<file path="src/sv/cbal_pkg.sv">
// ----------------------------------------------------------------------------
// cbal_pkg
// Shared constants, codes and types of the cubic Bezier arc-length evaluator.
// ----------------------------------------------------------------------------
package cbal_pkg;

  localparam int SEGMENTS = 30;
  localparam int IDX_W    = $clog2(SEGMENTS + 1);
  localparam int COORD_W  = 16;
  localparam int T_W      = 17;
  localparam int LEN_W    = 19;
  localparam int VAL_W    = 19;
  localparam int CMD_W    = 2;
  localparam int ST_W     = 2;
  localparam int OP_W     = 5;
  localparam int MUL_W    = 5;
  localparam int CFG_IDX_W = 4;
  localparam int CFG_REGS  = 8;

  localparam logic [T_W-1:0]   ONE_Q16 = 17'h10000;
  localparam logic [LEN_W-1:0] LEN_MAX = '1;

  localparam int SQRT_STEPS = 17;
  localparam int DIV_STEPS  = 17;
  localparam int EVAL_LAST  = 15;

  // input command codes
  localparam logic [CMD_W-1:0] CMD_BUILD = 2'd0;
  localparam logic [CMD_W-1:0] CMD_PARAM = 2'd1;
  localparam logic [CMD_W-1:0] CMD_DIST  = 2'd2;
  localparam logic [CMD_W-1:0] CMD_FRAC  = 2'd3;

  // result status codes
  localparam logic [ST_W-1:0] ST_OK        = 2'd0;
  localparam logic [ST_W-1:0] ST_OVER      = 2'd1;
  localparam logic [ST_W-1:0] ST_NOT_BUILT = 2'd2;

  // datapath operations
  localparam logic [OP_W-1:0] OP_NOP        = 5'd0;
  localparam logic [OP_W-1:0] OP_LATCH      = 5'd1;
  localparam logic [OP_W-1:0] OP_T_SAMPLE   = 5'd2;
  localparam logic [OP_W-1:0] OP_T_VALUE    = 5'd3;
  localparam logic [OP_W-1:0] OP_T_INTERP   = 5'd4;
  localparam logic [OP_W-1:0] OP_T_RUN      = 5'd5;
  localparam logic [OP_W-1:0] OP_ROUND      = 5'd6;
  localparam logic [OP_W-1:0] OP_BUILD_INIT = 5'd7;
  localparam logic [OP_W-1:0] OP_PREV       = 5'd8;
  localparam logic [OP_W-1:0] OP_SQRT_INIT  = 5'd9;
  localparam logic [OP_W-1:0] OP_SQRT_STEP  = 5'd10;
  localparam logic [OP_W-1:0] OP_ACCUM      = 5'd11;
  localparam logic [OP_W-1:0] OP_READY      = 5'd12;
  localparam logic [OP_W-1:0] OP_DIST_VALUE = 5'd13;
  localparam logic [OP_W-1:0] OP_SCAN_INIT  = 5'd14;
  localparam logic [OP_W-1:0] OP_SCAN_CHK   = 5'd15;
  localparam logic [OP_W-1:0] OP_DIV_INIT   = 5'd16;
  localparam logic [OP_W-1:0] OP_DIV_STEP   = 5'd17;

  // multiplier operand selects, also the write-back tag
  localparam logic [MUL_W-1:0] M_NONE = 5'd0;
  localparam logic [MUL_W-1:0] M_UU   = 5'd1;
  localparam logic [MUL_W-1:0] M_TT   = 5'd2;
  localparam logic [MUL_W-1:0] M_UUU  = 5'd3;
  localparam logic [MUL_W-1:0] M_UUT  = 5'd4;
  localparam logic [MUL_W-1:0] M_UTT  = 5'd5;
  localparam logic [MUL_W-1:0] M_TTT  = 5'd6;
  localparam logic [MUL_W-1:0] M_W0X  = 5'd7;
  localparam logic [MUL_W-1:0] M_W0Y  = 5'd8;
  localparam logic [MUL_W-1:0] M_W1X  = 5'd9;
  localparam logic [MUL_W-1:0] M_W1Y  = 5'd10;
  localparam logic [MUL_W-1:0] M_W2X  = 5'd11;
  localparam logic [MUL_W-1:0] M_W2Y  = 5'd12;
  localparam logic [MUL_W-1:0] M_W3X  = 5'd13;
  localparam logic [MUL_W-1:0] M_W3Y  = 5'd14;
  localparam logic [MUL_W-1:0] M_DXX  = 5'd15;
  localparam logic [MUL_W-1:0] M_DYY  = 5'd16;
  localparam logic [MUL_W-1:0] M_FRAC = 5'd17;
  localparam logic [MUL_W-1:0] M_SPAN = 5'd18;

  typedef struct packed {
    logic [OP_W-1:0]  op;
    logic [MUL_W-1:0] mul;
    logic             out_load;
    logic             out_zero;
    logic [ST_W-1:0]  status;
  } cbal_cmd_t;

  typedef struct packed {
    logic [CMD_W-1:0] cmd;
    logic             value_over;
    logic             ready;
    logic             hit;
    logic             idx_last;
    logic             out_busy;
  } cbal_stat_t;

  // round(i * 65536 / SEGMENTS)
  function automatic logic [T_W-1:0] sample_param(input logic [IDX_W-1:0] i);
    logic [T_W-1:0] r;
    case (i)
      5'd0:  r = 17'd0;
      5'd1:  r = 17'd2185;
      5'd2:  r = 17'd4369;
      5'd3:  r = 17'd6554;
      5'd4:  r = 17'd8738;
      5'd5:  r = 17'd10923;
      5'd6:  r = 17'd13107;
      5'd7:  r = 17'd15292;
      5'd8:  r = 17'd17476;
      5'd9:  r = 17'd19661;
      5'd10: r = 17'd21845;
      5'd11: r = 17'd24030;
      5'd12: r = 17'd26214;
      5'd13: r = 17'd28399;
      5'd14: r = 17'd30583;
      5'd15: r = 17'd32768;
      5'd16: r = 17'd34953;
      5'd17: r = 17'd37137;
      5'd18: r = 17'd39322;
      5'd19: r = 17'd41506;
      5'd20: r = 17'd43691;
      5'd21: r = 17'd45875;
      5'd22: r = 17'd48060;
      5'd23: r = 17'd50244;
      5'd24: r = 17'd52429;
      5'd25: r = 17'd54613;
      5'd26: r = 17'd56798;
      5'd27: r = 17'd58982;
      5'd28: r = 17'd61167;
      5'd29: r = 17'd63351;
      5'd30: r = 17'd65536;
      default: r = 17'd0;
    endcase
    return r;
  endfunction

endpackage

</file>
<file path="src/sv/cbal_dp.sv">
// ----------------------------------------------------------------------------
// cbal_dp
// Datapath: config registers, shared multiplier, square root and divide
// steps, length table memory and the output register.
// ----------------------------------------------------------------------------
module cbal_dp (
  input  logic                               clk,
  input  logic                               rst,
  input  cbal_pkg::cbal_cmd_t                cmd,
  output cbal_pkg::cbal_stat_t               stat,
  input  logic                               cfg_valid,
  input  logic [cbal_pkg::CFG_IDX_W-1:0]     cfg_index,
  input  logic [cbal_pkg::COORD_W-1:0]       cfg_data,
  input  logic [23:0]                        s_tdata,
  input  logic [cbal_pkg::CMD_W-1:0]         s_tuser,
  output logic                               m_tvalid,
  input  logic                               m_tready,
  output logic [55:0]                        m_tdata,
  output logic [cbal_pkg::ST_W-1:0]          m_tuser
);

  localparam int IW = cbal_pkg::IDX_W;
  localparam int LW = cbal_pkg::LEN_W;
  localparam int TW = cbal_pkg::T_W;
  localparam logic [cbal_pkg::CFG_IDX_W-1:0] CFG_IDX_LIM = cbal_pkg::CFG_IDX_W'(cbal_pkg::CFG_REGS);

  logic signed [15:0] cfg_reg [cbal_pkg::CFG_REGS];
  logic [1:0]         cmd_reg;
  logic [18:0]        value_reg;
  logic [TW-1:0]      t_reg;
  logic [TW-1:0]      u;
  logic [33:0]        uu;
  logic [33:0]        tt;
  logic [32:0]        w [4];
  logic signed [51:0] accx;
  logic signed [51:0] accy;
  logic signed [15:0] pos_x;
  logic signed [15:0] pos_y;
  logic signed [15:0] prev_x;
  logic signed [15:0] prev_y;
  logic signed [16:0] dx;
  logic signed [16:0] dy;
  logic [33:0]        nsq;
  logic [33:0]        sq_n;
  logic [18:0]        sq_rem;
  logic [16:0]        sq_root;
  logic [20:0]        sq_r2;
  logic [20:0]        sq_trial;
  logic [LW-1:0]      total;
  logic [LW:0]        total_sum;
  logic [LW-1:0]      total_new;
  logic               ready;
  logic [LW-1:0]      d;
  logic [IW-1:0]      idx;
  logic [IW-1:0]      run_start;
  logic [LW-1:0]      run_val;
  logic [LW-1:0]      span;
  logic [36:0]        num;
  logic [19:0]        dv_rem;
  logic [16:0]        dv_low;
  logic [16:0]        quo;
  logic [20:0]        dv_r2;
  logic [LW-1:0]      mem [0:cbal_pkg::SEGMENTS];
  logic [LW-1:0]      rdata;
  logic [IW-1:0]      mem_addr;
  logic               mem_we;
  logic [LW-1:0]      mem_wd;
  logic signed [35:0] ma;
  logic signed [17:0] mb;
  logic signed [53:0] prod;
  logic [cbal_pkg::MUL_W-1:0] tag;
  logic [53:0]        p3;
  logic [35:0]        fsum;
  logic [LW-1:0]      fq;
  logic [TW-1:0]      f;
  logic [TW-1:0]      dt;
  logic signed [51:0] rx;
  logic signed [51:0] ry;
  logic               hit;
  logic               idx_last;

  function automatic logic signed [15:0] sat16(input logic signed [19:0] q);
    logic signed [15:0] r;
    if (q > 20'sd32767) r = 16'sh7FFF;
    else if (q < -20'sd32768) r = 16'sh8000;
    else r = q[15:0];
    return r;
  endfunction

  assign u        = cbal_pkg::ONE_Q16 - t_reg;
  assign dx       = 17'(pos_x) - 17'(prev_x);
  assign dy       = 17'(pos_y) - 17'(prev_y);
  assign f        = (value_reg > 19'(cbal_pkg::ONE_Q16)) ? cbal_pkg::ONE_Q16 : value_reg[16:0];
  assign dt       = cbal_pkg::sample_param(idx) - cbal_pkg::sample_param(run_start);
  assign hit      = (idx != '0) && (rdata > d);
  assign idx_last = (idx == IW'(cbal_pkg::SEGMENTS));
  assign rx       = accx + 52'sd2147483648;
  assign ry       = accy + 52'sd2147483648;

  assign sq_r2    = {sq_rem, sq_n[33:32]};
  assign sq_trial = {2'b00, sq_root, 2'b01};
  assign total_sum = {1'b0, total} + (LW+1)'(sq_root) + (LW+1)'(sq_rem > 19'(sq_root));
  assign total_new = total_sum[LW] ? cbal_pkg::LEN_MAX : total_sum[LW-1:0];

  assign dv_r2    = {dv_rem, dv_low[16]};

  assign stat.cmd        = cmd_reg;
  assign stat.value_over = value_reg > 19'(cbal_pkg::ONE_Q16);
  assign stat.ready      = ready;
  assign stat.hit        = hit;
  assign stat.idx_last   = idx_last;
  assign stat.out_busy   = m_tvalid && !m_tready;

  // multiplier operand select
  always_comb begin
    ma = '0;
    mb = '0;
    case (cmd.mul)
      cbal_pkg::M_UU:   begin ma = 36'(u);     mb = 18'(u);   end
      cbal_pkg::M_TT:   begin ma = 36'(t_reg); mb = 18'(t_reg); end
      cbal_pkg::M_UUU:  begin ma = 36'(uu);    mb = 18'(u);   end
      cbal_pkg::M_UUT:  begin ma = 36'(uu);    mb = 18'(t_reg); end
      cbal_pkg::M_UTT:  begin ma = 36'(tt);    mb = 18'(u);   end
      cbal_pkg::M_TTT:  begin ma = 36'(tt);    mb = 18'(t_reg); end
      cbal_pkg::M_W0X:  begin ma = 36'(w[0]);  mb = 18'(cfg_reg[0]); end
      cbal_pkg::M_W0Y:  begin ma = 36'(w[0]);  mb = 18'(cfg_reg[1]); end
      cbal_pkg::M_W1X:  begin ma = 36'(w[1]);  mb = 18'(cfg_reg[2]); end
      cbal_pkg::M_W1Y:  begin ma = 36'(w[1]);  mb = 18'(cfg_reg[3]); end
      cbal_pkg::M_W2X:  begin ma = 36'(w[2]);  mb = 18'(cfg_reg[4]); end
      cbal_pkg::M_W2Y:  begin ma = 36'(w[2]);  mb = 18'(cfg_reg[5]); end
      cbal_pkg::M_W3X:  begin ma = 36'(w[3]);  mb = 18'(cfg_reg[6]); end
      cbal_pkg::M_W3Y:  begin ma = 36'(w[3]);  mb = 18'(cfg_reg[7]); end
      cbal_pkg::M_DXX:  begin ma = 36'(dx);    mb = 18'(dx);  end
      cbal_pkg::M_DYY:  begin ma = 36'(dy);    mb = 18'(dy);  end
      cbal_pkg::M_FRAC: begin ma = 36'(total); mb = 18'(f);   end
      cbal_pkg::M_SPAN: begin ma = 36'(d - run_val); mb = 18'(dt); end
      default: begin ma = '0; mb = '0; end
    endcase
  end

  assign p3   = prod + (prod <<< 1);
  assign fsum = prod[35:0] + 36'd32768;
  assign fq   = fsum[34:16];

  always_ff @(posedge clk) begin
    prod <= ma * mb;
    if (rst) tag <= cbal_pkg::M_NONE;
    else tag <= cmd.mul;
  end

  // config registers
  always_ff @(posedge clk) begin
    if (rst) begin
      for (int i = 0; i < cbal_pkg::CFG_REGS; i++) cfg_reg[i] <= '0;
    end else if (cfg_valid && cfg_index < CFG_IDX_LIM) begin
      cfg_reg[cfg_index[2:0]] <= cfg_data;
    end
  end

  // product write-back
  always_ff @(posedge clk) begin
    if (cmd.mul == cbal_pkg::M_UU) begin
      accx <= '0;
      accy <= '0;
    end
    case (tag)
      cbal_pkg::M_UU:   uu <= prod[33:0];
      cbal_pkg::M_TT:   tt <= prod[33:0];
      cbal_pkg::M_UUU:  w[0] <= prod[48:16];
      cbal_pkg::M_UUT:  w[1] <= p3[48:16];
      cbal_pkg::M_UTT:  w[2] <= p3[48:16];
      cbal_pkg::M_TTT:  w[3] <= prod[48:16];
      cbal_pkg::M_W0X, cbal_pkg::M_W1X, cbal_pkg::M_W2X, cbal_pkg::M_W3X:
        accx <= accx + prod[51:0];
      cbal_pkg::M_W0Y, cbal_pkg::M_W1Y, cbal_pkg::M_W2Y, cbal_pkg::M_W3Y:
        accy <= accy + prod[51:0];
      cbal_pkg::M_DXX:  nsq <= prod[33:0];
      cbal_pkg::M_DYY:  nsq <= nsq + prod[33:0];
      cbal_pkg::M_SPAN: num <= prod[36:0] + 37'(span[LW-1:1]);
      default: ;
    endcase
  end

  // sequenced operations
  always_ff @(posedge clk) begin
    case (cmd.op)
      cbal_pkg::OP_LATCH: begin
        cmd_reg   <= s_tuser;
        value_reg <= s_tdata[18:0];
      end
      cbal_pkg::OP_T_SAMPLE: t_reg <= cbal_pkg::sample_param(idx);
      cbal_pkg::OP_T_VALUE:  t_reg <= value_reg[16:0];
      cbal_pkg::OP_T_INTERP: t_reg <= cbal_pkg::sample_param(run_start) + quo;
      cbal_pkg::OP_T_RUN:    t_reg <= cbal_pkg::sample_param(run_start);
      cbal_pkg::OP_ROUND: begin
        pos_x <= sat16(rx[51:32]);
        pos_y <= sat16(ry[51:32]);
      end
      cbal_pkg::OP_BUILD_INIT: begin
        idx   <= '0;
        total <= '0;
      end
      cbal_pkg::OP_PREV: begin
        prev_x <= pos_x;
        prev_y <= pos_y;
        idx    <= idx + 1'b1;
      end
      cbal_pkg::OP_SQRT_INIT: begin
        sq_n    <= nsq;
        sq_rem  <= '0;
        sq_root <= '0;
      end
      cbal_pkg::OP_SQRT_STEP: begin
        sq_n <= {sq_n[31:0], 2'b00};
        if (sq_r2 >= sq_trial) begin
          sq_rem  <= 19'(sq_r2 - sq_trial);
          sq_root <= {sq_root[15:0], 1'b1};
        end else begin
          sq_rem  <= sq_r2[18:0];
          sq_root <= {sq_root[15:0], 1'b0};
        end
      end
      cbal_pkg::OP_ACCUM: total <= total_new;
      cbal_pkg::OP_DIST_VALUE: begin
        d   <= (value_reg > total) ? total : value_reg;
        idx <= '0;
      end
      cbal_pkg::OP_SCAN_INIT: idx <= '0;
      cbal_pkg::OP_SCAN_CHK: begin
        if (hit) begin
          span <= rdata - run_val;
        end else begin
          if (idx == '0 || rdata != run_val) begin
            run_start <= idx;
            run_val   <= rdata;
          end
          if (!idx_last) idx <= idx + 1'b1;
        end
      end
      cbal_pkg::OP_DIV_INIT: begin
        dv_rem <= num[36:17];
        dv_low <= num[16:0];
        quo    <= '0;
      end
      cbal_pkg::OP_DIV_STEP: begin
        dv_low <= {dv_low[15:0], 1'b0};
        if (dv_r2 >= 21'(span)) begin
          dv_rem <= 20'(dv_r2 - 21'(span));
          quo    <= {quo[15:0], 1'b1};
        end else begin
          dv_rem <= dv_r2[19:0];
          quo    <= {quo[15:0], 1'b0};
        end
      end
      default: ;
    endcase
    if (tag == cbal_pkg::M_FRAC) d <= (fq > total) ? total : fq;
  end

  always_ff @(posedge clk) begin
    if (rst) ready <= 1'b0;
    else if (cmd.op == cbal_pkg::OP_READY) ready <= 1'b1;
  end

  // length table
  assign mem_we   = (cmd.op == cbal_pkg::OP_BUILD_INIT) || (cmd.op == cbal_pkg::OP_ACCUM);
  assign mem_addr = (cmd.op == cbal_pkg::OP_BUILD_INIT) ? '0 : idx;
  assign mem_wd   = (cmd.op == cbal_pkg::OP_BUILD_INIT) ? '0 : total_new;

  always_ff @(posedge clk) begin
    if (mem_we) mem[mem_addr] <= mem_wd;
    rdata <= mem[mem_addr];
  end

  // output register
  always_ff @(posedge clk) begin
    if (rst) begin
      m_tvalid <= 1'b0;
    end else if (cmd.out_load) begin
      m_tvalid <= 1'b1;
    end else if (m_tready) begin
      m_tvalid <= 1'b0;
    end
  end

  always_ff @(posedge clk) begin
    if (cmd.out_load) begin
      m_tdata[15:0]  <= cmd.out_zero ? '0 : pos_x;
      m_tdata[31:16] <= cmd.out_zero ? '0 : pos_y;
      m_tdata[50:32] <= ready ? total : '0;
      m_tdata[55:51] <= '0;
      m_tuser        <= cmd.status;
    end
  end

endmodule

</file>
<file path="src/sv/cbal_ctrl.sv">
// ----------------------------------------------------------------------------
// cbal_ctrl
// Controller: sequences build, search, divide and curve evaluation.
// ----------------------------------------------------------------------------
module cbal_ctrl (
  input  logic                 clk,
  input  logic                 rst,
  input  logic                 s_tvalid,
  output logic                 s_tready,
  output cbal_pkg::cbal_cmd_t  cmd,
  input  cbal_pkg::cbal_stat_t stat
);

  localparam logic [4:0] S_IDLE   = 5'd0;
  localparam logic [4:0] S_DISP   = 5'd1;
  localparam logic [4:0] S_EVAL   = 5'd2;
  localparam logic [4:0] S_B0     = 5'd3;
  localparam logic [4:0] S_B1     = 5'd4;
  localparam logic [4:0] S_B2     = 5'd5;
  localparam logic [4:0] S_B3     = 5'd6;
  localparam logic [4:0] S_B4     = 5'd7;
  localparam logic [4:0] S_B5     = 5'd8;
  localparam logic [4:0] S_B6     = 5'd9;
  localparam logic [4:0] S_SQRT   = 5'd10;
  localparam logic [4:0] S_B8     = 5'd11;
  localparam logic [4:0] S_B9     = 5'd12;
  localparam logic [4:0] S_FRAC_W = 5'd13;
  localparam logic [4:0] S_SCAN_W = 5'd14;
  localparam logic [4:0] S_SCAN_C = 5'd15;
  localparam logic [4:0] S_RUNT   = 5'd16;
  localparam logic [4:0] S_SPAN   = 5'd17;
  localparam logic [4:0] S_SPAN_W = 5'd18;
  localparam logic [4:0] S_DIV0   = 5'd19;
  localparam logic [4:0] S_DIV    = 5'd20;
  localparam logic [4:0] S_DIVT   = 5'd21;
  localparam logic [4:0] S_QOUT   = 5'd22;
  localparam logic [4:0] S_DONE   = 5'd23;

  logic [4:0] state, state_next;
  logic [4:0] ret, ret_next;
  logic [4:0] cnt, cnt_next;
  logic [cbal_pkg::ST_W-1:0] stc, stc_next;
  logic zero, zero_next;

  function automatic logic [cbal_pkg::MUL_W-1:0] eval_mul(input logic [4:0] c);
    logic [cbal_pkg::MUL_W-1:0] m;
    case (c)
      5'd0:  m = cbal_pkg::M_UU;
      5'd1:  m = cbal_pkg::M_TT;
      5'd2:  m = cbal_pkg::M_UUU;
      5'd3:  m = cbal_pkg::M_UUT;
      5'd4:  m = cbal_pkg::M_UTT;
      5'd5:  m = cbal_pkg::M_TTT;
      5'd6:  m = cbal_pkg::M_W0X;
      5'd7:  m = cbal_pkg::M_W0Y;
      5'd8:  m = cbal_pkg::M_W1X;
      5'd9:  m = cbal_pkg::M_W1Y;
      5'd10: m = cbal_pkg::M_W2X;
      5'd11: m = cbal_pkg::M_W2Y;
      5'd12: m = cbal_pkg::M_W3X;
      5'd13: m = cbal_pkg::M_W3Y;
      default: m = cbal_pkg::M_NONE;
    endcase
    return m;
  endfunction

  assign s_tready = (state == S_IDLE);

  always_comb begin
    state_next   = state;
    ret_next     = ret;
    cnt_next     = cnt;
    stc_next     = stc;
    zero_next    = zero;
    cmd.op       = cbal_pkg::OP_NOP;
    cmd.mul      = cbal_pkg::M_NONE;
    cmd.out_load = 1'b0;
    cmd.out_zero = zero;
    cmd.status   = stc;
    case (state)
      S_IDLE: begin
        if (s_tvalid) begin
          cmd.op     = cbal_pkg::OP_LATCH;
          state_next = S_DISP;
        end
      end
      S_DISP: begin
        stc_next  = cbal_pkg::ST_OK;
        zero_next = 1'b1;
        if (stat.cmd == cbal_pkg::CMD_BUILD) begin
          cmd.op     = cbal_pkg::OP_BUILD_INIT;
          state_next = S_B0;
        end else if (!stat.ready) begin
          stc_next   = cbal_pkg::ST_NOT_BUILT;
          state_next = S_DONE;
        end else if (stat.cmd == cbal_pkg::CMD_PARAM) begin
          if (stat.value_over) begin
            stc_next   = cbal_pkg::ST_OVER;
            state_next = S_DONE;
          end else begin
            zero_next  = 1'b0;
            cmd.op     = cbal_pkg::OP_T_VALUE;
            ret_next   = S_QOUT;
            cnt_next   = '0;
            state_next = S_EVAL;
          end
        end else if (stat.cmd == cbal_pkg::CMD_DIST) begin
          zero_next  = 1'b0;
          cmd.op     = cbal_pkg::OP_DIST_VALUE;
          state_next = S_SCAN_W;
        end else begin
          zero_next  = 1'b0;
          cmd.mul    = cbal_pkg::M_FRAC;
          state_next = S_FRAC_W;
        end
      end
      S_EVAL: begin
        cmd.mul = eval_mul(cnt);
        if (cnt == 5'(cbal_pkg::EVAL_LAST)) begin
          cmd.op     = cbal_pkg::OP_ROUND;
          cnt_next   = '0;
          state_next = ret;
        end else begin
          cnt_next = cnt + 1'b1;
        end
      end
      S_B0: begin
        cmd.op     = cbal_pkg::OP_T_SAMPLE;
        ret_next   = S_B1;
        cnt_next   = '0;
        state_next = S_EVAL;
      end
      S_B1: begin
        cmd.op     = cbal_pkg::OP_PREV;
        state_next = S_B2;
      end
      S_B2: begin
        cmd.op     = cbal_pkg::OP_T_SAMPLE;
        ret_next   = S_B3;
        cnt_next   = '0;
        state_next = S_EVAL;
      end
      S_B3: begin
        cmd.mul    = cbal_pkg::M_DXX;
        state_next = S_B4;
      end
      S_B4: begin
        cmd.mul    = cbal_pkg::M_DYY;
        state_next = S_B5;
      end
      S_B5: state_next = S_B6;
      S_B6: begin
        cmd.op     = cbal_pkg::OP_SQRT_INIT;
        cnt_next   = '0;
        state_next = S_SQRT;
      end
      S_SQRT: begin
        cmd.op = cbal_pkg::OP_SQRT_STEP;
        if (cnt == 5'(cbal_pkg::SQRT_STEPS - 1)) begin
          cnt_next   = '0;
          state_next = S_B8;
        end else begin
          cnt_next = cnt + 1'b1;
        end
      end
      S_B8: begin
        cmd.op     = cbal_pkg::OP_ACCUM;
        state_next = stat.idx_last ? S_B9 : S_B1;
      end
      S_B9: begin
        cmd.op     = cbal_pkg::OP_READY;
        state_next = S_DONE;
      end
      S_FRAC_W: begin
        cmd.op     = cbal_pkg::OP_SCAN_INIT;
        state_next = S_SCAN_W;
      end
      S_SCAN_W: state_next = S_SCAN_C;
      S_SCAN_C: begin
        cmd.op = cbal_pkg::OP_SCAN_CHK;
        if (stat.hit) state_next = S_SPAN;
        else if (stat.idx_last) state_next = S_RUNT;
        else state_next = S_SCAN_W;
      end
      S_RUNT: begin
        cmd.op     = cbal_pkg::OP_T_RUN;
        ret_next   = S_QOUT;
        cnt_next   = '0;
        state_next = S_EVAL;
      end
      S_SPAN: begin
        cmd.mul    = cbal_pkg::M_SPAN;
        state_next = S_SPAN_W;
      end
      S_SPAN_W: state_next = S_DIV0;
      S_DIV0: begin
        cmd.op     = cbal_pkg::OP_DIV_INIT;
        cnt_next   = '0;
        state_next = S_DIV;
      end
      S_DIV: begin
        cmd.op = cbal_pkg::OP_DIV_STEP;
        if (cnt == 5'(cbal_pkg::DIV_STEPS - 1)) begin
          cnt_next   = '0;
          state_next = S_DIVT;
        end else begin
          cnt_next = cnt + 1'b1;
        end
      end
      S_DIVT: begin
        cmd.op     = cbal_pkg::OP_T_INTERP;
        ret_next   = S_QOUT;
        cnt_next   = '0;
        state_next = S_EVAL;
      end
      S_QOUT: state_next = S_DONE;
      S_DONE: begin
        if (!stat.out_busy) begin
          cmd.out_load = 1'b1;
          state_next   = S_IDLE;
        end
      end
      default: state_next = S_IDLE;
    endcase
  end

  always_ff @(posedge clk) begin
    if (rst) begin
      state <= S_IDLE;
      ret   <= S_IDLE;
      cnt   <= '0;
      stc   <= cbal_pkg::ST_OK;
      zero  <= 1'b1;
    end else begin
      state <= state_next;
      ret   <= ret_next;
      cnt   <= cnt_next;
      stc   <= stc_next;
      zero  <= zero_next;
    end
  end

endmodule

</file>
<file path="src/sv/cubic_bezier_arc_length_eval.sv">
// ----------------------------------------------------------------------------
// cubic_bezier_arc_length_eval
// Cubic Bezier point evaluator with a built arc-length table for queries
// by parameter, by distance and by fraction of the total length.
// ----------------------------------------------------------------------------
//  channel  dir  handshake            payload
//  s_*      in   s_tvalid/s_tready    tuser cmd, tdata value
//  m_*      out  m_tvalid/m_tready    tdata pos_x,pos_y,curve_length; tuser status
//  cfg_*    in   cfg_valid/cfg_ready  cfg_index, cfg_data
//
//  One item at a time through one shared 36x18 multiplier and a controller.
//  A distance or fraction query scans the length table entry by entry, then
//  runs 17 divide steps; a build measures 30 segments, 17 root steps each.
//  Reset clears the control state and the built flag; config is always ready.
//  A new item is taken while the last result waits in the output register.
// ----------------------------------------------------------------------------
module cubic_bezier_arc_length_eval (
  input  logic                           clk,
  input  logic                           rst,
  input  logic                           s_tvalid,
  output logic                           s_tready,
  input  logic [23:0]                    s_tdata,   // value[18:0], zero pad
  input  logic [cbal_pkg::CMD_W-1:0]     s_tuser,   // cmd
  output logic                           m_tvalid,
  input  logic                           m_tready,
  output logic [55:0]                    m_tdata,   // pos_x, pos_y, curve_length, pad
  output logic [cbal_pkg::ST_W-1:0]      m_tuser,   // status
  input  logic                           cfg_valid,
  output logic                           cfg_ready,
  input  logic [cbal_pkg::CFG_IDX_W-1:0] cfg_index,
  input  logic [cbal_pkg::COORD_W-1:0]   cfg_data
);

  cbal_pkg::cbal_cmd_t  cmd;
  cbal_pkg::cbal_stat_t stat;

  assign cfg_ready = 1'b1;

  cbal_ctrl u_ctrl (
    .clk      (clk),
    .rst      (rst),
    .s_tvalid (s_tvalid),
    .s_tready (s_tready),
    .cmd      (cmd),
    .stat     (stat)
  );

  cbal_dp u_dp (
    .clk       (clk),
    .rst       (rst),
    .cmd       (cmd),
    .stat      (stat),
    .cfg_valid (cfg_valid),
    .cfg_index (cfg_index),
    .cfg_data  (cfg_data),
    .s_tdata   (s_tdata),
    .s_tuser   (s_tuser),
    .m_tvalid  (m_tvalid),
    .m_tready  (m_tready),
    .m_tdata   (m_tdata),
    .m_tuser   (m_tuser)
  );

endmodule

</file>
<file path="config.mk">
export PLATFORM = sky130hd
export DESIGN_NAME = cubic_bezier_arc_length_eval
export DESIGN_NICKNAME = d
export VERILOG_FILES = /design/src/sv/cbal_pkg.sv /design/src/sv/cbal_dp.sv /design/src/sv/cbal_ctrl.sv /design/src/sv/cubic_bezier_arc_length_eval.sv
export SDC_FILE = /design/constraint.sdc
export NUM_CORES = 2
export LEC_CHECK = 0
export ABC_AREA = 1
export BUFFER_PORTS_ARGS = -buffer_cell sky130_fd_sc_hd__clkbuf_2
export CORE_ASPECT_RATIO = 1.75
export CORE_MARGIN = 10
export CORE_UTILIZATION = 65
export DETAILED_ROUTE_END_ITERATION = 7
export PLACE_DENSITY = 0.93
export SLEW_MARGIN = 20
export SYNTH_ARGS = -nofsm -noshare
export SYNTH_HDL_FRONTEND = slang
export SYNTH_SLANG_ARGS = --single-unit
</file>
<file path="constraint.sdc">
create_clock -name clk -period 9.91 [get_ports clk]
set_clock_uncertainty 0.1 [all_clocks]
set_input_delay 0.4955 -clock clk [delete_from_list [all_inputs] [get_ports clk]]
set_output_delay 0.4955 -clock clk [all_outputs]
set_load 0.005 [all_outputs]
</file>
==> reports/metrics.yaml <==
status: "finished with violations"
violations: "DRC"
numCtsBuffers: 148
max_stage_delay_ns: 0.74
rr_worst_depth: 37
syn_to_final_growth_pct: 9.77
cellInternalPower_mw: 13.6
core-area_sq_um: 160000
setup_tns_ns: 0
nets: 12900
grt_start_max_net_pins: 153
grt_pass1_vias: 92400
cp-end-kind: "flip-flop"
final_cell_mix: "nand2_1, inv_1, edfxtp_1"
async_flop_share_pct: 0
grt_remaining_overflow: 0
drtPass1Iterations: 8
switching_power_mw: 9.34
largest_register_ffs: 589
hp-class: "in2reg"
rsz0062_at_grt: "no"
clk_latency_ns: 0.85
clkPwrFrac_pct: 25.8
setup_viol: 0
cts_buffer_depth: 4
register_area_sq_um: 46100
layout-drive-gt1-share_pct: 8.24
synth_warnings: 0
fp-row-count: 194
cts_tree: "done"
startpoint: "u_dp.cmd_reg[0]"
peakVddDrop_v: 0.000229
reg2reg_to: "u_dp.prod[50]"
clk_pin_slew_worst_paths_ns: 0.07
critical_path_required_ns: 10.55
dp_slack_ns: 0.539
worst_setup_path_start_kind: "flip-flop"
crit_end: "u_dp.prod[50]"
synth_edf_count: 1457
syn_area_per_cell_sq_um: 9.25
ys_types: 73
syn_inst: 11300
min_period_over_period_pct: 96.9
fin_area_sq_um: 115000
fin_ws_ns: 0.307
fillers: 11000
wl_per_cell_um: 28.0
worst_pin_slew_ns: 1.24
max_freq_mhz: 104
yosysSeqAreaShare_pct: 44.0
synthFlopType: "edfxtp_1"
power_density_nw_per_um2: 200
die_w_um: 324
hpwl_mm: 277
synth_seq_cells: 1573
cts_root_buf: "clkbuf_16"
cts.sinks: 1573
ant_nets: 0
comb_power_share_pct: 36.9
pwr-share-seq_pct: 37.3
cp.arrival_ns: 10.24
wirelength_mm: 389
slew_viol_final: 0
min_period_ns: 9.60
vias_per_cell: 6.54
syn_area_sq_um: 105000
cpMostUsedCell: "fa_1"
r2r-start: "u_dp.cmd_reg[0]"
die_height_um: 551
htree_num_levels: 4
drc: 115
io_pins: 112
via_count: 90700
antenna_found_initial: 14
multiInputGateArea_sq_um: 51100
drv_cap: 0
grt_usage_pct: 43.2
mostFrequentLayoutCell: "nand2_1"
dpl_cell_area_sq_um: 110000
crit_fanout: 28
leakagePower_nw: 50.2
slowest_stage: "a22oi_1"
power.share.switching_pct: 40.7
finalHoldViolations: 0
relSlewSlack_pct: 17.3
die-area_sq_um: 178000
io_buffers: 100
critPathKind: "reg2reg"
start_util_pct: 65.5
grt_pass1_wl_mm: 566
r2r_setup_slack_ns: 0.31
place_congestion: 1.08
dr.first_iter.drc_count: 11900
how the worst min path moves through the flow:
stage / start / endpoint / depth (start not counted) / slack (ns)
finish: m_tready / u_dp.m_tvalid / 4 / 0.04
CTS: m_tready / u_dp.m_tvalid / 4 / 0.003
detailed placement: u_dp.rdata[0] / u_dp.run_val[0] / 0 / 0.34
global placement: u_dp.rdata[0] / u_dp.run_val[0] / 0 / 0.33
floorplan: u_dp.rdata[0] / u_dp.run_val[0] / 0 / 0.31
global route: m_tready / u_ctrl.state[0] / 4 / 0.02
timing repair:
| item | CTS | global route |
|---|---|---|
| buffers inserted | 0 | 5 |
| gates resized for setup | 0 | 10 |
| endpoints found under the setup margin | 0 | 12 |
| hold buffers | 21 | 0 |
| endpoints found under the hold margin | 21 | 0 |
routing by layer:
metal | vias up | global-route usage [%] | wire (um)
met1 | 42200 | 40.3 | 108000
met5 | - | 0.244 | 114
met4 | 14 | 50.1 | 57300
li1 | 38400 | - | -
met3 | 2743 | 12.0 | 41300
met2 | 7231 | 70.7 | 182000
synth_stat cells (all sizes together), types with 8 or more instances:
| cell | number | area, sq um |
|---|---|---|
| a22o | 25 | 219 |
| clkinv | 8 | 30.0 |
| nor3 | 86 | 508 |
| nor2 | 1218 | 4760 |
| o31ai | 28 | 210 |
| nand2 | 2413 | 9130 |
| inv | 1771 | 6650 |
| o22ai | 18 | 113 |
| o221ai | 11 | 96.3 |
| or2 | 50 | 313 |
| nor4 | 35 | 234 |
| o21ai | 526 | 2650 |
| a211oi | 20 | 155 |
| o21a | 57 | 428 |
| o21bai | 30 | 225 |
| fa | 608 | 12200 |
| dfxtp | 116 | 2320 |
| xor2 | 188 | 1650 |
| a221oi | 58 | 558 |
| xnor2 | 78 | 683 |
| a21oi | 720 | 3610 |
| a31oi | 75 | 469 |
| o211ai | 57 | 428 |
| clkbuf | 148 | 556 |
| edfxtp | 1457 | 43800 |
| ha | 560 | 7010 |
| a21o | 40 | 300 |
| buf | 134 | 737 |
| nand3b | 19 | 146 |
| a22oi | 104 | 781 |
| nand4 | 179 | 1140 |
| o2111ai | 23 | 201 |
| a21boi | 17 | 128 |
| nand3 | 405 | 2080 |
through the flow:
stage	hold WS (ns)	power, mW	utilization, %	instances
after floorplan	0.308	13.2	-	11300
after global placement	0.331	16.2	68.6	13600
after detailed placement	0.341	16.5	68.6	13600
after CTS	0.00287	22.2	71.8	13900
after global routing	0.0197	23.6	71.9	13900
final	0.0379	23.0	71.9	13900
power by group through the flow:
stage	Combinational [mW]	Sequential [mW]	Clock (mW)
global placement	7.55	8.64	0
detailed placement	7.80	8.66	0
global route	8.90	8.57	6.10
floorplan	4.79	8.42	0
finish	8.47	8.57	5.92
CTS	7.92	8.52	5.80
critical path: cells and delay by family, from the launching register on:
kind	cells	cell delay, ns
fa+ha+maj	8	3.58
simple gates	14	2.61
buf+inv	12	1.77
compound gates	2	0.85
flops	1	0.42
xor+xnor	1	0.15
final cells by class:
| type | instances | area share (%) |
|---|---|---|
| multi-input combinational | 7699 | 44.4 |
| sequential | 1573 | 40.1 |
| inverter | 1779 | 5.81 |
| clock buffer | 178 | 3.40 |
| timing repair buffer | 496 | 3.29 |
| tap | 2058 | 2.24 |
| clock inverter | 78 | 0.768 |
| antenna | 11 | 0.0239 |
cell families (layout without fill, tap and decap cells):
family	Yosys count	after routing	synth area share (%)
adders and majority gates	1168	1168	18.3
xor gates and xnor gates	266	266	2.22
other	2	17	0.00717
and+or+nand+nor	4424	4424	17.6
buffers and inverters	2061	2531	7.61
AOI/OAI and AO/OA	1835	1835	10.3
DFF	1573	1573	44.0
No activity file was read; power rests on OpenSTA's default activity.
